`config.mk`:
```
export PLATFORM = sky130hd
export DESIGN_NAME = hsv_to_grb_pixel_converter_flat
export DESIGN_NICKNAME = d
export VERILOG_FILES = /design/src/rtl/core/hsvg_pkg.sv /design/src/rtl/core/hsvg_if.sv /design/src/rtl/core/hsv_to_grb_pixel_converter.sv /design/src/flat_wrapper.sv
export SDC_FILE = /design/constraint.sdc
export NUM_CORES = 1
export LEC_CHECK = 0
export BUFFER_PORTS_ARGS = -buffer_cell sky130_fd_sc_hd__buf_2
export CELL_PAD_IN_SITES_DETAIL_PLACEMENT = 1
export CELL_PAD_IN_SITES_GLOBAL_PLACEMENT = 2
export CORE_UTILIZATION = 40
export DETAILED_ROUTE_END_ITERATION = 12
export PLACE_DENSITY = 0.87
export SYNTH_ARGS = -nofsm -noshare
export SYNTH_HDL_FRONTEND = slang
export SYNTH_SLANG_ARGS = --single-unit
```
`constraint.sdc`:
```
create_clock -name clk_i -period 7.2 [get_ports clk_i]
set_input_delay 1.08 -clock clk_i [delete_from_list [all_inputs] [get_ports clk_i]]
set_output_delay 1.08 -clock clk_i [all_outputs]
set_load 0.01 [all_outputs]
```
`src/rtl/core/hsvg_pkg.sv`:
```
// Shared constants, types and helper functions for the HSV to GRB converter.
// No dependencies; every other file of the block takes its names from here.
`default_nettype none

package hsvg_pkg;

  // Pixel field width and the fixed scale points of the hexcone model.
  localparam int unsigned PixW      = 8;
  localparam int unsigned FullScale = 255;

  // Hue times six, and the sector boundaries on that scale.
  localparam int unsigned H6W       = 11;
  localparam logic [H6W-1:0] Bound1 = 11'd255;
  localparam logic [H6W-1:0] Bound2 = 11'd510;
  localparam logic [H6W-1:0] Bound3 = 11'd765;
  localparam logic [H6W-1:0] Bound4 = 11'd1020;
  localparam logic [H6W-1:0] Bound5 = 11'd1275;
  localparam logic [H6W-1:0] Bound6 = 11'd1530;

  // Widths of the products along the pipeline.
  localparam int unsigned SvW  = 16;   // s * v, at most 65025
  localparam int unsigned SvtW = 25;   // s * v * t plus rounding, below 2^24
  localparam int unsigned QW   = 17;   // first quotient estimate
  localparam int unsigned RemW = 10;   // remainder before correction, below 510

  // Which channel is dominant, intermediate and minimal, in that order.
  typedef enum logic [2:0] {
    SEC_RGB = 3'd0,
    SEC_GRB = 3'd1,
    SEC_GBR = 3'd2,
    SEC_BGR = 3'd3,
    SEC_BRG = 3'd4,
    SEC_RBG = 3'd5
  } sector_e;

  typedef logic [PixW-1:0] pix_t;

  // ceil(x / 255) for x up to 65025, by the shift-and-add reciprocal of 255.
  function automatic pix_t ceil_div255(input logic [SvW-1:0] x);
    logic [SvW:0] a;
    logic [SvW:0] b;
    a = {1'b0, x} + 17'd254;
    b = a + (a >> 8) + 17'd1;
    return b[15:8];
  endfunction

endpackage

`default_nettype wire

```
`src/rtl/core/hsvg_if.sv`:
```
// Valid/ready channels that carry one HSV pixel in and one GRB pixel out.
// Depends on hsvg_pkg for the pixel type.
`default_nettype none

interface hsvg_in_if;
  logic             valid;
  logic             ready;
  hsvg_pkg::pix_t   hue;
  hsvg_pkg::pix_t   saturation;
  hsvg_pkg::pix_t   brightness;

  modport source (output valid, output hue, output saturation, output brightness,
                  input ready);
  modport sink   (input valid, input hue, input saturation, input brightness,
                  output ready);
endinterface

interface hsvg_out_if;
  logic             valid;
  logic             ready;
  hsvg_pkg::pix_t   green_out;
  hsvg_pkg::pix_t   red_out;
  hsvg_pkg::pix_t   blue_out;

  modport source (output valid, output green_out, output red_out, output blue_out,
                  input ready);
  modport sink   (input valid, input green_out, input red_out, input blue_out,
                  output ready);
endinterface

`default_nettype wire

```
`src/rtl/core/hsv_to_grb_pixel_converter.sv`:
```
// HSV to GRB pixel converter: five-stage pipeline, one beat in and one beat out per pixel.
// An accepted input beat passes through every stage register in turn to become a valid output beat.
// Throughput is one pixel per cycle; each stage holds its beat while the next is full and cannot advance.
// Reset (rst_ni low, asynchronous) clears only the stage valid bits; data is not reset.
// Depends on hsvg_pkg and on the hsvg_in_if / hsvg_out_if interfaces.
`default_nettype none

module hsv_to_grb_pixel_converter (
  input  wire logic  clk_i,
  input  wire logic  rst_ni,
  hsvg_in_if.sink    pix_i,
  hsvg_out_if.source pix_o
);

  // The work is split as follows.
  //   Stage 1: hue * 6, sector by comparison with the sector bounds, distance t from the
  //            midpoint of the double sector, and the 8 x 8 product s * v.
  //   Stage 2: the 16 x 8 product s * v * t, and the minimal channel v - ceil(sv/255).
  //   Stage 3: first estimate of ceil(svt/255) by the shift-and-add reciprocal;
  //            the estimate is low by at most one.
  //   Stage 4: remainder check and the one-step correction of that quotient.
  //   Stage 5: the second ceiling by 255 gives the intermediate channel, and the
  //            sector picks which of green, red and blue takes each value.
  // ceil(y/65025) equals ceil(ceil(y/255)/255), which is why the division is done twice.
  localparam int unsigned NumStages = 5;

  // Each stage advances when it is empty or when the stage after it advances.
  // Bubbles are thus squeezed out and a stalled output does not stop input beats
  // until every stage is full.
  logic [NumStages-1:0] vld_q;
  logic [NumStages-1:0] vld_d;
  logic [NumStages-1:0] adv;

  always_comb begin
    adv[NumStages-1] = !vld_q[NumStages-1] || pix_o.ready;
    for (int i = NumStages - 2; i >= 0; i--) begin
      adv[i] = !vld_q[i] || adv[i+1];
    end
  end

  always_comb begin
    vld_d = vld_q;
    if (adv[0]) begin
      vld_d[0] = pix_i.valid;
    end
    for (int i = 1; i < NumStages; i++) begin
      if (adv[i]) begin
        vld_d[i] = vld_q[i-1];
      end
    end
  end

  always_ff @(posedge clk_i or negedge rst_ni) begin
    if (!rst_ni) begin
      vld_q <= '0;
    end else begin
      vld_q <= vld_d;
    end
  end

  assign pix_i.ready = adv[0];

  // ---------------------------------------------------------------- stage 1
  // Hue 255 lands on the full circle (hue*6 = 1530); it is folded back to the
  // first sector, where t is 255 and the intermediate channel equals the minimum.
  logic [hsvg_pkg::H6W-1:0] h6;
  logic [hsvg_pkg::H6W-1:0] ph_base;
  logic [hsvg_pkg::H6W-1:0] ph_full;
  logic [8:0]               ph;
  hsvg_pkg::sector_e        sec_d;
  hsvg_pkg::pix_t           t_d;
  logic [hsvg_pkg::SvW-1:0] sv_d;

  always_comb begin
    h6 = ({3'b000, pix_i.hue} << 2) + ({3'b000, pix_i.hue} << 1);

    if (h6 >= hsvg_pkg::Bound6) begin
      sec_d = hsvg_pkg::SEC_RGB;
    end else if (h6 >= hsvg_pkg::Bound5) begin
      sec_d = hsvg_pkg::SEC_RBG;
    end else if (h6 >= hsvg_pkg::Bound4) begin
      sec_d = hsvg_pkg::SEC_BRG;
    end else if (h6 >= hsvg_pkg::Bound3) begin
      sec_d = hsvg_pkg::SEC_BGR;
    end else if (h6 >= hsvg_pkg::Bound2) begin
      sec_d = hsvg_pkg::SEC_GBR;
    end else if (h6 >= hsvg_pkg::Bound1) begin
      sec_d = hsvg_pkg::SEC_GRB;
    end else begin
      sec_d = hsvg_pkg::SEC_RGB;
    end

    // hue*6 modulo 510, then the distance from the midpoint of the double sector.
    if (h6 >= hsvg_pkg::Bound6) begin
      ph_base = hsvg_pkg::Bound6;
    end else if (h6 >= hsvg_pkg::Bound4) begin
      ph_base = hsvg_pkg::Bound4;
    end else if (h6 >= hsvg_pkg::Bound2) begin
      ph_base = hsvg_pkg::Bound2;
    end else begin
      ph_base = '0;
    end
    ph_full = h6 - ph_base;
    ph      = ph_full[8:0];

    if (ph >= 9'd255) begin
      t_d = hsvg_pkg::pix_t'(ph - 9'd255);
    end else begin
      t_d = hsvg_pkg::pix_t'(9'd255 - ph);
    end

    sv_d = {8'h00, pix_i.saturation} * {8'h00, pix_i.brightness};
  end

  hsvg_pkg::sector_e        s1_sec_q;
  hsvg_pkg::pix_t           s1_t_q;
  logic [hsvg_pkg::SvW-1:0] s1_sv_q;
  hsvg_pkg::pix_t           s1_v_q;

  always_ff @(posedge clk_i) begin
    if (adv[0]) begin
      s1_sec_q <= sec_d;
      s1_t_q   <= t_d;
      s1_sv_q  <= sv_d;
      s1_v_q   <= pix_i.brightness;
    end
  end

  // ---------------------------------------------------------------- stage 2
  // The minimal channel never underflows, since ceil(s*v/255) is at most v.
  logic [23:0]    svt_d;
  hsvg_pkg::pix_t lo_d;

  assign svt_d = {8'h00, s1_sv_q} * {16'h0000, s1_t_q};
  assign lo_d  = s1_v_q - hsvg_pkg::ceil_div255(s1_sv_q);

  hsvg_pkg::sector_e s2_sec_q;
  logic [23:0]       s2_svt_q;
  hsvg_pkg::pix_t    s2_lo_q;
  hsvg_pkg::pix_t    s2_v_q;

  always_ff @(posedge clk_i) begin
    if (adv[1]) begin
      s2_sec_q <= s1_sec_q;
      s2_svt_q <= svt_d;
      s2_lo_q  <= lo_d;
      s2_v_q   <= s1_v_q;
    end
  end

  // ---------------------------------------------------------------- stage 3
  // w = svt + 254, so that floor(w/255) is the ceiling of svt/255. The series
  // w/256 + w/256^2 + w/256^3 sits just below w/255 and the truncations of its
  // terms can make the quotient one short, never more and never over.
  logic [hsvg_pkg::SvtW-1:0] w_d;
  logic [hsvg_pkg::SvtW-1:0] wsum;
  logic [hsvg_pkg::QW-1:0]   q0_d;

  always_comb begin
    w_d  = {1'b0, s2_svt_q} + 25'd254;
    wsum = w_d + (w_d >> 8) + (w_d >> 16);
    q0_d = wsum[hsvg_pkg::SvtW-1:8];
  end

  hsvg_pkg::sector_e         s3_sec_q;
  logic [hsvg_pkg::SvtW-1:0] s3_w_q;
  logic [hsvg_pkg::QW-1:0]   s3_q0_q;
  hsvg_pkg::pix_t            s3_lo_q;
  hsvg_pkg::pix_t            s3_v_q;

  always_ff @(posedge clk_i) begin
    if (adv[2]) begin
      s3_sec_q <= s2_sec_q;
      s3_w_q   <= w_d;
      s3_q0_q  <= q0_d;
      s3_lo_q  <= s2_lo_q;
      s3_v_q   <= s2_v_q;
    end
  end

  // ---------------------------------------------------------------- stage 4
  // Remainder against 255 * q0; a remainder of 255 or more means the estimate
  // was one short.
  logic [hsvg_pkg::SvtW-1:0] q255;
  logic [hsvg_pkg::SvtW-1:0] rem_full;
  logic [hsvg_pkg::RemW-1:0] rem;
  logic [hsvg_pkg::QW-1:0]   z_full;
  logic [hsvg_pkg::SvW-1:0]  z_d;

  always_comb begin
    q255     = ({8'h00, s3_q0_q} << 8) - {8'h00, s3_q0_q};
    rem_full = s3_w_q - q255;
    rem      = rem_full[hsvg_pkg::RemW-1:0];
    z_full   = s3_q0_q + {16'h0000, (rem >= 10'd255)};
    z_d      = z_full[hsvg_pkg::SvW-1:0];
  end

  hsvg_pkg::sector_e        s4_sec_q;
  logic [hsvg_pkg::SvW-1:0] s4_z_q;
  hsvg_pkg::pix_t           s4_lo_q;
  hsvg_pkg::pix_t           s4_v_q;

  always_ff @(posedge clk_i) begin
    if (adv[3]) begin
      s4_sec_q <= s3_sec_q;
      s4_z_q   <= z_d;
      s4_lo_q  <= s3_lo_q;
      s4_v_q   <= s3_v_q;
    end
  end

  // ---------------------------------------------------------------- stage 5
  // The second ceiling by 255 completes the intermediate channel; the sector then
  // routes dominant, intermediate and minimal onto red, green and blue.
  hsvg_pkg::pix_t mid;
  hsvg_pkg::pix_t hi;
  hsvg_pkg::pix_t r_d;
  hsvg_pkg::pix_t g_d;
  hsvg_pkg::pix_t b_d;

  always_comb begin
    hi  = s4_v_q;
    mid = s4_v_q - hsvg_pkg::ceil_div255(s4_z_q);
    case (s4_sec_q)
      hsvg_pkg::SEC_RGB: begin r_d = hi;      g_d = mid;     b_d = s4_lo_q; end
      hsvg_pkg::SEC_GRB: begin r_d = mid;     g_d = hi;      b_d = s4_lo_q; end
      hsvg_pkg::SEC_GBR: begin r_d = s4_lo_q; g_d = hi;      b_d = mid;     end
      hsvg_pkg::SEC_BGR: begin r_d = s4_lo_q; g_d = mid;     b_d = hi;      end
      hsvg_pkg::SEC_BRG: begin r_d = mid;     g_d = s4_lo_q; b_d = hi;      end
      default:           begin r_d = hi;      g_d = s4_lo_q; b_d = mid;     end
    endcase
  end

  hsvg_pkg::pix_t s5_g_q;
  hsvg_pkg::pix_t s5_r_q;
  hsvg_pkg::pix_t s5_b_q;

  always_ff @(posedge clk_i) begin
    if (adv[4]) begin
      s5_g_q <= g_d;
      s5_r_q <= r_d;
      s5_b_q <= b_d;
    end
  end

  assign pix_o.valid     = vld_q[NumStages-1];
  assign pix_o.green_out = s5_g_q;
  assign pix_o.red_out   = s5_r_q;
  assign pix_o.blue_out  = s5_b_q;

  // ------------------------------------------------------------- assertions
  // The corrected quotient never exceeds 255 * 255, so the second ceiling fits.
  a_quot_range : assert property (@(posedge clk_i) disable iff (!rst_ni)
    vld_q[3] |-> (s4_z_q <= 16'd65025))
    else $error("corrected quotient out of range");

  // The minimal channel is never above the dominant one.
  a_lo_le_v : assert property (@(posedge clk_i) disable iff (!rst_ni)
    vld_q[1] |-> (s2_lo_q <= s2_v_q))
    else $error("minimal channel exceeds value");

  // An empty first stage always takes a beat.
  a_ready_empty : assert property (@(posedge clk_i) disable iff (!rst_ni)
    !vld_q[0] |-> pix_i.ready)
    else $error("input stalled with empty first stage");

  // A beat held at the output because the sink stalled is still valid next cycle, with green and blue stable.
  a_out_hold : assert property (@(posedge clk_i) disable iff (!rst_ni)
    (vld_q[4] && !pix_o.ready) |=> (vld_q[4] && $stable(s5_g_q) && $stable(s5_b_q)))
    else $error("output beat lost under stall");

endmodule

`default_nettype wire

```
`src/flat_wrapper.sv`:
```
// flat-port wrapper written by rule: the top's interface ports become plain ports
module hsv_to_grb_pixel_converter_flat 
  (clk_i, rst_ni, pix_i_valid, pix_i_hue, pix_i_saturation, pix_i_brightness, pix_i_ready, pix_o_valid, pix_o_green_out, pix_o_red_out, pix_o_blue_out, pix_o_ready);
  hsvg_in_if pix_i_i ();
  hsvg_out_if pix_o_i ();
  input  wire logic clk_i;
  input  wire logic rst_ni;
  input wire logic [$bits(pix_i_i.valid)-1:0] pix_i_valid;
  input wire logic [$bits(pix_i_i.hue)-1:0] pix_i_hue;
  input wire logic [$bits(pix_i_i.saturation)-1:0] pix_i_saturation;
  input wire logic [$bits(pix_i_i.brightness)-1:0] pix_i_brightness;
  output wire logic [$bits(pix_i_i.ready)-1:0] pix_i_ready;
  output wire logic [$bits(pix_o_i.valid)-1:0] pix_o_valid;
  output wire logic [$bits(pix_o_i.green_out)-1:0] pix_o_green_out;
  output wire logic [$bits(pix_o_i.red_out)-1:0] pix_o_red_out;
  output wire logic [$bits(pix_o_i.blue_out)-1:0] pix_o_blue_out;
  input wire logic [$bits(pix_o_i.ready)-1:0] pix_o_ready;
  assign pix_i_i.valid = pix_i_valid;
  assign pix_i_i.hue = pix_i_hue;
  assign pix_i_i.saturation = pix_i_saturation;
  assign pix_i_i.brightness = pix_i_brightness;
  assign pix_i_ready = pix_i_i.ready;
  assign pix_o_valid = pix_o_i.valid;
  assign pix_o_green_out = pix_o_i.green_out;
  assign pix_o_red_out = pix_o_i.red_out;
  assign pix_o_blue_out = pix_o_i.blue_out;
  assign pix_o_i.ready = pix_o_ready;
  hsv_to_grb_pixel_converter u_core (.clk_i(clk_i), .rst_ni(rst_ni), .pix_i(pix_i_i), .pix_o(pix_o_i));
endmodule
```
==> results_dict.tcl, run 1 <==
set metrics [dict create \
    globalRouteTotalUtil_pct 18.27 \
    slew_headroom_pct 19.87 \
    routed_wl_um 37900 \
    min_path_type "flip-flop to flip-flop" \
    place_ws_ps 1298 \
    yosysTopAreaCellShare_pct 31.98 \
    final_nets 2033 \
    synth_warnings 0 \
    rrSetupSlack_ps 1370 \
    skew_ps 14.32 \
    grt-ovfl-total 0 \
    hp-start "u_core.s2_v_q[7]$_DFFE_PP_" \
    synth_seq_area_share_pct 32.72 \
    cts_sinks 186 \
    syn_nets 1994 \
    antenna_found_initial 0 \
    synth_edf_count 181 \
    die_y_um 208.1 \
    rsz0062_at_grt "no" \
    io_buffers 53 \
    ctsHoldBuffers 0 \
    setup_tns_ps 0 \
    critPathCaptureType "flip-flop" \
    drv_cap 0 \
    placed_cell_area_mm2 0.01783 \
    die_w_um 208.1 \
    clock.fmax_mhz 171.6 \
    period_minus_slack_ps 5828 \
    final_cells 2250 \
    slew_violations 0 \
    grt_pass1_wl_um 63850 \
    setup_viol 0 \
    yosysTopAreaCell "edfxtp_1" \
    path_class "flip-flop to flip-flop" \
    vias 11800 \
    outcome "completed" \
    ff2ff_path_depth 23 \
    async_flop_share_pct 2.688 \
    worstReg2RegStart "u_core.s4_z_q[5]$_DFFE_PP_" \
    synth_area_leaders "edfxtp_1 32%, fa_1 16%, ha_1 13%" \
    drcViolationCount 0 \
    ioPinCount 54 \
    ant_nets 0 \
    critPathMaxFanout 8 \
    grt_max_degree 47 \
    numCtsBuffers 17 \
    tightest_slew_ps 1198 \
    dp_hpwl_um 30780 \
    drive_above_1_share_pct 6.838 \
    synthFlopType "edfxtp_1" \
    post_cts.repair.setup_buffers 0 \
    finalHoldViolCount 0 \
    cts_buffer_depth 2 \
    worstSkewPairLatency_ps 450 \
    ys_top_cells_by_count "251 x inv_1, 181 x edfxtp_1, 174 x ha_1, 138 x nand2_1, 133 x fa_1" \
    cts_tree "built" \
    fin_crit_sh_pct 80.95 \
    hold_depth 0 \
    core.rowCount 75 \
    area_delta_synth_final_pct 8.415 \
    vias_per_cell 5.242 \
    setup_slack_ps 1372 \
    cp.required_ps 7400 \
    wl_per_cell_um 16.84 \
    placedCellCount 2218 \
    drtIter0Drc 453 \
    crit_start "u_core.s4_z_q[5]$_DFFE_PP_" \
    cts-root-buf "clkbuf_16" \
    synth_cell_types 74 \
    h-tree-depth 4 \
    first_pass_iters 4 \
    ys_ff_latch 186 \
    final_area_mm2 0.01843 \
    die_area_mm2 0.04332 \
    place_congestion 0.8353 \
    synth.cell_area_mm2 0.01700 \
    whs_endpoint "u_core.s3_v_q[7]$_DFFE_PP_" \
    reg2reg_to "u_core.pix_o.green_out[7]$_DFFE_PP_" \
    arrival_ps 6030 \
    clk_pin_slew_worst_paths_ps 70 \
    cp-start-kind "flip-flop" \
    core_area_mm2 0.04195 \
    synth_most_common_cell "inv_1" \
    initial_core_util_pct 40.52 \
    post_cts_resized 0 \
    syn_inst 1659 \
    syn_avg_cell_area_um2 10.24 \
    grt_pass1_vias 12930 \
    n_antenna_cell 0 \
]
[logic make-up after synthesis]
family	after synthesis	share of synthesized area [%]
buffers and inverters	290	6.457
adders and majority gates	308	28.54
xor gates and xnor gates	157	8.312
DFF	186	32.72
muxes	17	1.009
and+or+nand+nor	466	13.88
AOI/OAI and AO/OA	235	9.085
[stage by stage]
step	hold WS, ps	util, %
6_report	415.7	43.93
5_1_grt	419.4	43.93
4_1_cts	407.2	43.93
3_5_place_dp	406.3	42.50
3_3_place_gp	401.3	42.50
2_1_floorplan	400.3	-
[cells in the final DEF, fill, tap and decap left out, types with 43 or more instances in the layout]
master	count
buf_2	53
xnor2_1	102
a21oi_1	69
edfxtp_1	181
fa_1	133
nand2_1	138
xor2_1	50
ha_1	174
nor2_1	77
and2_1	106
inv_1	251
o21ai_0	43
[how the worst max path moves through the flow]
stage	to	slack (ps)
finish	u_core.pix_o.green_out[7]$_DFFE_PP_	1370
global route	u_core.pix_o.green_out[7]$_DFFE_PP_	790
CTS	u_core.pix_o.green_out[7]$_DFFE_PP_	1310
detailed placement	u_core.s1_t_q[5]$_DFFE_PP_	1300
global placement	u_core.pix_o.green_out[7]$_DFFE_PP_	1540
floorplan	u_core.pix_o.blue_out[7]$_DFFE_PP_	1990
[per-layer routing]
| metal | vias up | GRT usage, % | part of all wire (%) |
|---|---|---|---|
| met4 | 0 | 5.773 | 1.9 |
| met1 | 5988 | 22.04 | 43 |
| met5 | - | 0 | 0 |
| met2 | 127 | 33.75 | 53 |
| li1 | 5630 | - | - |
| met3 | 50 | 2.128 | 1.9 |
[layout make-up]
| class | count | area (um2) |
|---|---|---|
| clock buffer | 18 | 429.2 |
| clock inverter | 14 | 170.2 |
| fill | 4677 | 23520 |
| inverter | 252 | 945.9 |
| multi-input combinational | 1183 | 10340 |
| sequential | 186 | 5560 |
| tap | 539 | 674.4 |
| timing repair buffer | 58 | 302.8 |
[critical path, stage by stage (launching register included)]
cell and delay [ps]:
edfxtp_1 460, nor4_4 480, nand2_1 160, o211ai_1 210
xor2_1 270, inv_1 120, ha_1 330, nand2_1 70
or3b_2 480, o221ai_2 220, o21a_1 140, nor2_1 60
xnor2_1 270, inv_1 80, ha_1 270, nor2b_1 120
o21ai_0 210, a21oi_1 140, o41ai_1 340, xnor2_1 180
or4_1 430, nand4b_1 160, o21ai_0 90, mux2_2 300
[registers in the layout, summed over array words and instances (netlist names), 10 cells and up]
signal and cells:
u_core.s1_sv_q 16, u_core.s4_z_q 16, u_core.s2_svt_q 24, u_core.s3_w_q 10, u_core.s3_q0_q 16
Power of run 1 is not shown: default switching activity piles up to over one toggle a cycle in this logic, so the estimate is an artifact.
==> inputs of run 2 (changes only) <==
--- a/config.mk
+++ b/config.mk
@@ -8,9 +8,9 @@
 export BUFFER_PORTS_ARGS = -buffer_cell sky130_fd_sc_hd__buf_2
 export CELL_PAD_IN_SITES_DETAIL_PLACEMENT = 1
 export CELL_PAD_IN_SITES_GLOBAL_PLACEMENT = 2
-export CORE_UTILIZATION = 40
+export CORE_UTILIZATION = 39
 export DETAILED_ROUTE_END_ITERATION = 12
-export PLACE_DENSITY = 0.87
+export PLACE_DENSITY = 0.88
 export SYNTH_ARGS = -nofsm -noshare
 export SYNTH_HDL_FRONTEND = slang
 export SYNTH_SLANG_ARGS = --single-unit
==> constraint.sdc (replaced) <==
create_clock -name clk_i -period 4.8 [get_ports clk_i]
set_input_delay 0.72 -clock clk_i [delete_from_list [all_inputs] [get_ports clk_i]]
set_output_delay 0.72 -clock clk_i [all_outputs]
set_load 0.01 [all_outputs]
==> run 2 against run 1 <==
  * The flow now finishes with violations (setup timing)
  * Routed wire length grew 29%
  * Maximum frequency grew 14%
  * Final cell count grew 14%
  * Register-to-register slack worse by 1700 ps
  * Die area is 2.5% higher
  * Largest cell class unchanged
==> results_dict.tcl, run 2 (same netlist as run 1, synthesis figures left out) <==
set metrics [dict create \
    h-tree-depth 4 \
    path_class "flip-flop to flip-flop" \
    globalRouteTotalUtil_pct 20.18 \
    grt_pass1_wl_um 71300 \
    die_w_um 210.8 \
    area_delta_synth_final_pct 25.75 \
    cp.required_ps 5120 \
    violations "setup timing" \
    drv_cap 0 \
    n_fill_cell 4751 \
    final_common_cell "inv_1" \
    critPathMaxFanout 3 \
    final_core_util_pct 49.72 \
    n_antenna_cell 0 \
    core_area_mm2 0.04298 \
    drcViolationCount 0 \
    cts_sinks 186 \
    antenna_found_initial 0 \
    cts_tree "built" \
    finalHoldViolCount 0 \
    slew_headroom_pct 20.12 \
    vias_per_cell 5.185 \
    vias 13240 \
    min_path_type "primary input to async pin" \
    place_congestion 0.8692 \
    clk_pin_slew_worst_paths_ps 80 \
    die_area_mm2 0.04442 \
    outcome "finished, violations left" \
    wl_per_cell_um 19.07 \
    setup_viol 17 \
    first_pass_iters 5 \
    use_met2_pct 37.93 \
    rsz0062_at_grt "yes" \
    grt_pass1_vias 14150 \
    routed_wl_um 48710 \
    ant_nets 0 \
    cp-start-kind "flip-flop" \
    grt_busiest_layer "met2" \
    period_minus_slack_ps 5095 \
    clock.fmax_mhz 196.3 \
    cts-root-buf "clkbuf_16" \
    drive_above_1_share_pct 26.21 \
    grt_max_degree 47 \
    setup_slack_ps -294.6 \
    initial_core_util_pct 39.54 \
    ctsHoldBuffers 0 \
    skew_ps 16.89 \
    io_buffers 53 \
    final_nets 2291 \
    final_cell_mix "246 x inv_1, 243 x buf_4, 181 x edfxtp_1" \
    tightest_slew_ps 1194 \
    top_register "u_core.s2_svt_q" \
    fin_crit_sh_pct 106.1 \
    critPathCaptureType "flip-flop" \
    grt_util_met1_pct 23.56 \
    worstSkewPairLatency_ps 460 \
    drtIter0Drc 622 \
    cts_buffer_depth 2 \
    ioPinCount 54 \
    grt.met3_usage_pct 2.364 \
    arrival_ps 5420 \
    numCtsBuffers 17 \
    largest_reg_flops 24 \
    core.rowCount 76 \
    multi_input_area_mm2 0.01122 \
    die_y_um 210.8 \
    dp_hpwl_um 34650 \
    slew_violations 0 \
    grt-ovfl-total 0 \
    ff_latch_area_mm2 0.005560 \
]
-- run 2: cell types whose count changed in the layout (fill, tap and decap cells not counted), moves of 8 or more --
| cell | before | now |
|---|---|---|
| and2_4 | 0 | 10 |
| buf_4 | 5 | 243 |
| xnor2_1 | 102 | 82 |
| buf_6 | 0 | 19 |
| a21oi_2 | 2 | 19 |
| o21ai_0 | 43 | 24 |
| nor2_1 | 77 | 67 |
| o21ai_2 | 0 | 10 |
| ha_1 | 174 | 159 |
| xnor2_2 | 5 | 23 |
| ha_4 | 0 | 8 |
| and2_1 | 106 | 97 |
| nor3_1 | 28 | 19 |
| a21oi_1 | 69 | 52 |
-- run 2: critical path, stage by stage (launching register included) --
cell and delay (ps):
edfxtp_1 430, nor4_4 340, buf_4 190, buf_6 100, a21boi_4 50, xor2_2 150, ha_2 180, or3b_4 370
o221ai_2 150, maj3_2 280, o221ai_4 130, o21a_1 210, nor2_4 120, xnor2_2 130, inv_1 60, ha_1 270
nor2b_4 130, o21ai_2 150, a21oi_2 90, o41ai_2 250, xnor2_1 180, buf_4 160, a21oi_2 30, nand4b_1 220
buf_4 160, buf_4 120, a211o_4 260, nand3_2 60
-- run 2: layout make-up --
cell class	instances	share of cell area, %
multi-input cells	1183	52.49
flip-flops and latches	186	26.02
repair buffers	316	10.80
inverters	252	4.438
well taps	585	3.425
clock buffers	18	2.008
clock inverters	14	0.8138
-- run 2: stage by stage --
| stage | hold WS (ps) | instance area (um2) | instances | TNS (ps) | setup WS [ps] |
|---|---|---|---|---|---|
| finish | 68.28 | 21370 | 2554 | -2819 | -294.6 |
| global route | 56.42 | 21370 | 2554 | -7895 | -597.1 |
| CTS | 44.65 | 20490 | 2514 | -2545 | -331.4 |
| detailed placement | 406.3 | 19320 | 2449 | -8278 | -550.1 |
| global placement | 403.2 | 19320 | 2449 | -2106 | -184.3 |
| floorplan | 400.3 | 17050 | 1659 | -493.3 | -237.9 |
-- run 2: routing by layer --
| metal | share of wire (%) | vias up |
|---|---|---|
| met5 | 0 | - |
| met4 | 3.5 | 0 |
| met3 | 3.1 | 111 |
| met2 | 54 | 284 |
| met1 | 39 | 6712 |
| li1 | - | 6135 |
-- run 2: worst paths after layout --
| kind | start | slack [ps] | cells past startpoint | endpoint |
|---|---|---|---|---|
| worst max-delay path | u_core.s4_z_q[3]$_DFFE_PP_ | -290 | 27 | u_core.pix_o.red_out[7]$_DFFE_PP_ |
| worst min-delay path | rst_ni | 70 | 1 | u_core.vld_q[0]$_DFFE_PN0P_ |
| worst max register to register | u_core.s4_z_q[3]$_DFFE_PP_ | -290 | 27 | u_core.pix_o.red_out[7]$_DFFE_PP_ |
| worst min register to register | u_core.s3_lo_q[4]$_DFFE_PP_ | 420 | 0 | u_core.s4_lo_q[4]$_DFFE_PP_ |
| max in group asynchronous | rst_ni | 4590 | 1 | u_core.vld_q[4]$_DFFE_PN0P_ |
| min in group clk_i | u_core.s3_lo_q[4]$_DFFE_PP_ | 420 | 0 | u_core.s4_lo_q[4]$_DFFE_PP_ |
-- run 2: repair_timing --
action                     in CTS  in global routing
resized for setup              73                133
setup endpoints to repair      28                 45
setup buffers                  34                 44
pin swaps                      58                 85
Power of run 2 is left out for the same reason.
==> inputs of run 3 (changes only) <==
--- a/config.mk
+++ b/config.mk
@@ -8,9 +8,10 @@
 export BUFFER_PORTS_ARGS = -buffer_cell sky130_fd_sc_hd__buf_2
 export CELL_PAD_IN_SITES_DETAIL_PLACEMENT = 1
 export CELL_PAD_IN_SITES_GLOBAL_PLACEMENT = 2
-export CORE_UTILIZATION = 39
+export CORE_UTILIZATION = 40
 export DETAILED_ROUTE_END_ITERATION = 12
-export PLACE_DENSITY = 0.88
+export PLACE_DENSITY = 0.87
+export SETUP_SLACK_MARGIN = 0.2
 export SYNTH_ARGS = -nofsm -noshare
 export SYNTH_HDL_FRONTEND = slang
 export SYNTH_SLANG_ARGS = --single-unit
==> constraint.sdc (replaced) <==
create_clock -name clk_i -period 4.71 [get_ports clk_i]
set_input_delay 0.7065 -clock clk_i [delete_from_list [all_inputs] [get_ports clk_i]]
set_output_delay 0.7065 -clock clk_i [all_outputs]
set_load 0.01 [all_outputs]
==> run 3 against run 2 <==
  * The run still ends with setup timing left
  * Worst hold slack lost 24 ps
  * Clock-buffer cell count shrank 1
  * Critical path depth shrank 4
  * Cell area grew 2.5%
  * Final cell count shrank 1.1%
  * Non-clock buffer count grew 18
  * Critical endpoint is now u_core.pix_o.green_out[7]$_DFFE_PP_
  * Largest cell class unchanged
  * Highest routed layer unchanged
==> results_dict.tcl, run 3 (same netlist as run 1, synthesis figures left out) <==
set metrics [dict create \
    ioPinCount 54 \
    cts_sinks 186 \
    drive_above_1_share_pct 29.99 \
    io_buffers 53 \
    fin_crit_sh_pct 108.8 \
    worstSkewPairLatency_ps 460 \
    ant_nets 0 \
    routed_wl_um 48570 \
    antenna_found_initial 0 \
    numCtsBuffers 17 \
    first_pass_iters 5 \
    drv_cap 0 \
    outcome "finished, violations left" \
    path_class "flip-flop to flip-flop" \
    min_path_type "primary input to async pin" \
    core_area_mm2 0.04195 \
    final_common_cell "buf_4" \
    cts_buffer_depth 2 \
    reg2reg_to "u_core.pix_o.green_out[7]$_DFFE_PP_" \
    skew_ps 12.67 \
    slowest_stage "edfxtp_1" \
    setup_tns_ps -2850 \
    die_w_um 208.1 \
    slew_violations 0 \
    dp_hpwl_um 34340 \
    globalRouteTotalUtil_pct 21.77 \
    initial_core_util_pct 40.52 \
    met2_length_um 26920 \
    die_area_mm2 0.04332 \
    grt_max_degree 47 \
    core.rowCount 75 \
    critPathCaptureType "flip-flop" \
    final_cell_mix "241 x buf_4, 233 x inv_1, 181 x edfxtp_1" \
    h-tree-depth 4 \
    drcViolationCount 0 \
    tightest_slew_ps 1196 \
    critPathMaxFanout 3 \
    cp-start-kind "flip-flop" \
    grt-ovfl-total 0 \
    top_register "u_core.s2_svt_q" \
    top_layer "met4" \
    largest_reg_flops 24 \
    rsz0062_at_grt "yes" \
    place_congestion 0.8498 \
    cpLargestDelayFamily "simple AND/OR/NAND/NOR gates" \
    wl_met3_um 1160 \
    wl_per_cell_um 19.23 \
    violations "setup timing" \
    fin_hold_ws_ps 44.16 \
    rrSetupSlack_ps -410 \
    slew_headroom_pct 19.98 \
    place_ws_ps -628.0 \
    period_minus_slack_ps 5123 \
    ff2ff_path_depth 23 \
    max_stage_delay_ps 430 \
    vias_per_cell 5.278 \
    cp.required_ps 4920 \
    ctsHoldBuffers 0 \
    area_delta_synth_final_pct 28.94 \
    final_nets 2309 \
    n_fill_cell 4549 \
    crit_path_cell_trace "nor4_4, buf_4, a21boi_4, xor2_2, ha_2, or3b_4, o221ai_2, maj3_2, o221ai_4, o21a_1, nor2_4, xnor2_2, inv_2, ha_4, nor2b_4, o21ai_4, a21oi_2, o41ai_2, xnor2_1, or4_1, nand4b_1, o21ai_1, mux2_4" \
    finalHoldViolCount 0 \
    arrival_ps 5330 \
    clk_pin_slew_worst_paths_ps 80 \
    worstReg2RegStart "u_core.s4_z_q[6]$_DFFE_PP_" \
    final_core_util_pct 52.24 \
    clock.fmax_mhz 195.2 \
    wl_met1_um 18910 \
    grt_pass1_wl_um 75200 \
    cts_tree "built" \
    setup_viol 15 \
    grt_pass1_vias 14700 \
    die_y_um 208.1 \
    setup_slack_ps -413.4 \
    drtIter0Drc 518 \
    cp_num_buf_inv 2 \
    cts-root-buf "clkbuf_16" \
    vias 13330 \
    n_antenna_cell 0 \
]
==> run 3: repair_timing <==
item                                    CTS  global route
gates resized for setup                 157           111
buffers inserted                         58            32
endpoints found under the setup margin   38            57
pin swaps                                91           108
==> run 3: worst max path at each step <==
| stage | cells past startpoint | startpoint | slack [ps] | to |
|---|---|---|---|---|
| 2_1_floorplan | 23 | u_core.s4_z_q[3]$_DFFE_PP_ | -330 | u_core.pix_o.blue_out[7]$_DFFE_PP_ |
| 3_3_place_gp | 24 | u_core.s4_z_q[1]$_DFFE_PP_ | -270 | u_core.pix_o.blue_out[7]$_DFFE_PP_ |
| 3_5_place_dp | 24 | u_core.s4_z_q[1]$_DFFE_PP_ | -630 | u_core.pix_o.green_out[7]$_DFFE_PP_ |
| 4_1_cts | 23 | u_core.s4_z_q[3]$_DFFE_PP_ | -400 | u_core.pix_o.green_out[7]$_DFFE_PP_ |
| 5_1_grt | 23 | u_core.s4_z_q[6]$_DFFE_PP_ | -630 | u_core.pix_o.green_out[7]$_DFFE_PP_ |
| 6_report | 23 | u_core.s4_z_q[6]$_DFFE_PP_ | -410 | u_core.pix_o.green_out[7]$_DFFE_PP_ |
==> run 3: cell type report <==
type	instances	area, um2	area share [%]
multi-input cells	1183	11570	52.80
flip-flops and latches	186	5560	25.37
repair buffers	334	2526	11.53
inverters	252	945.9	4.317
well taps	539	674.4	3.078
clock buffers	17	425.4	1.941
clock inverters	15	210.2	0.9592
==> run 3: metrics by stage <==
step                cell area (um2)  std cells
floorplan                     17280       1659
global placement              19460       2404
detailed placement            19460       2404
CTS                           21220       2494
global route                  21910       2526
finish                        21910       2526
==> run 3: per-layer routing <==
| layer | global-route usage [%] | vias to the layer above |
|---|---|---|
| met1 | 24.42 | 6786 |
| met5 | 0 | - |
| met3 | 2.702 | 109 |
| met4 | 7.663 | 0 |
| li1 | - | 6176 |
| met2 | 41.91 | 262 |
Power of run 3 is left out for the same reason.
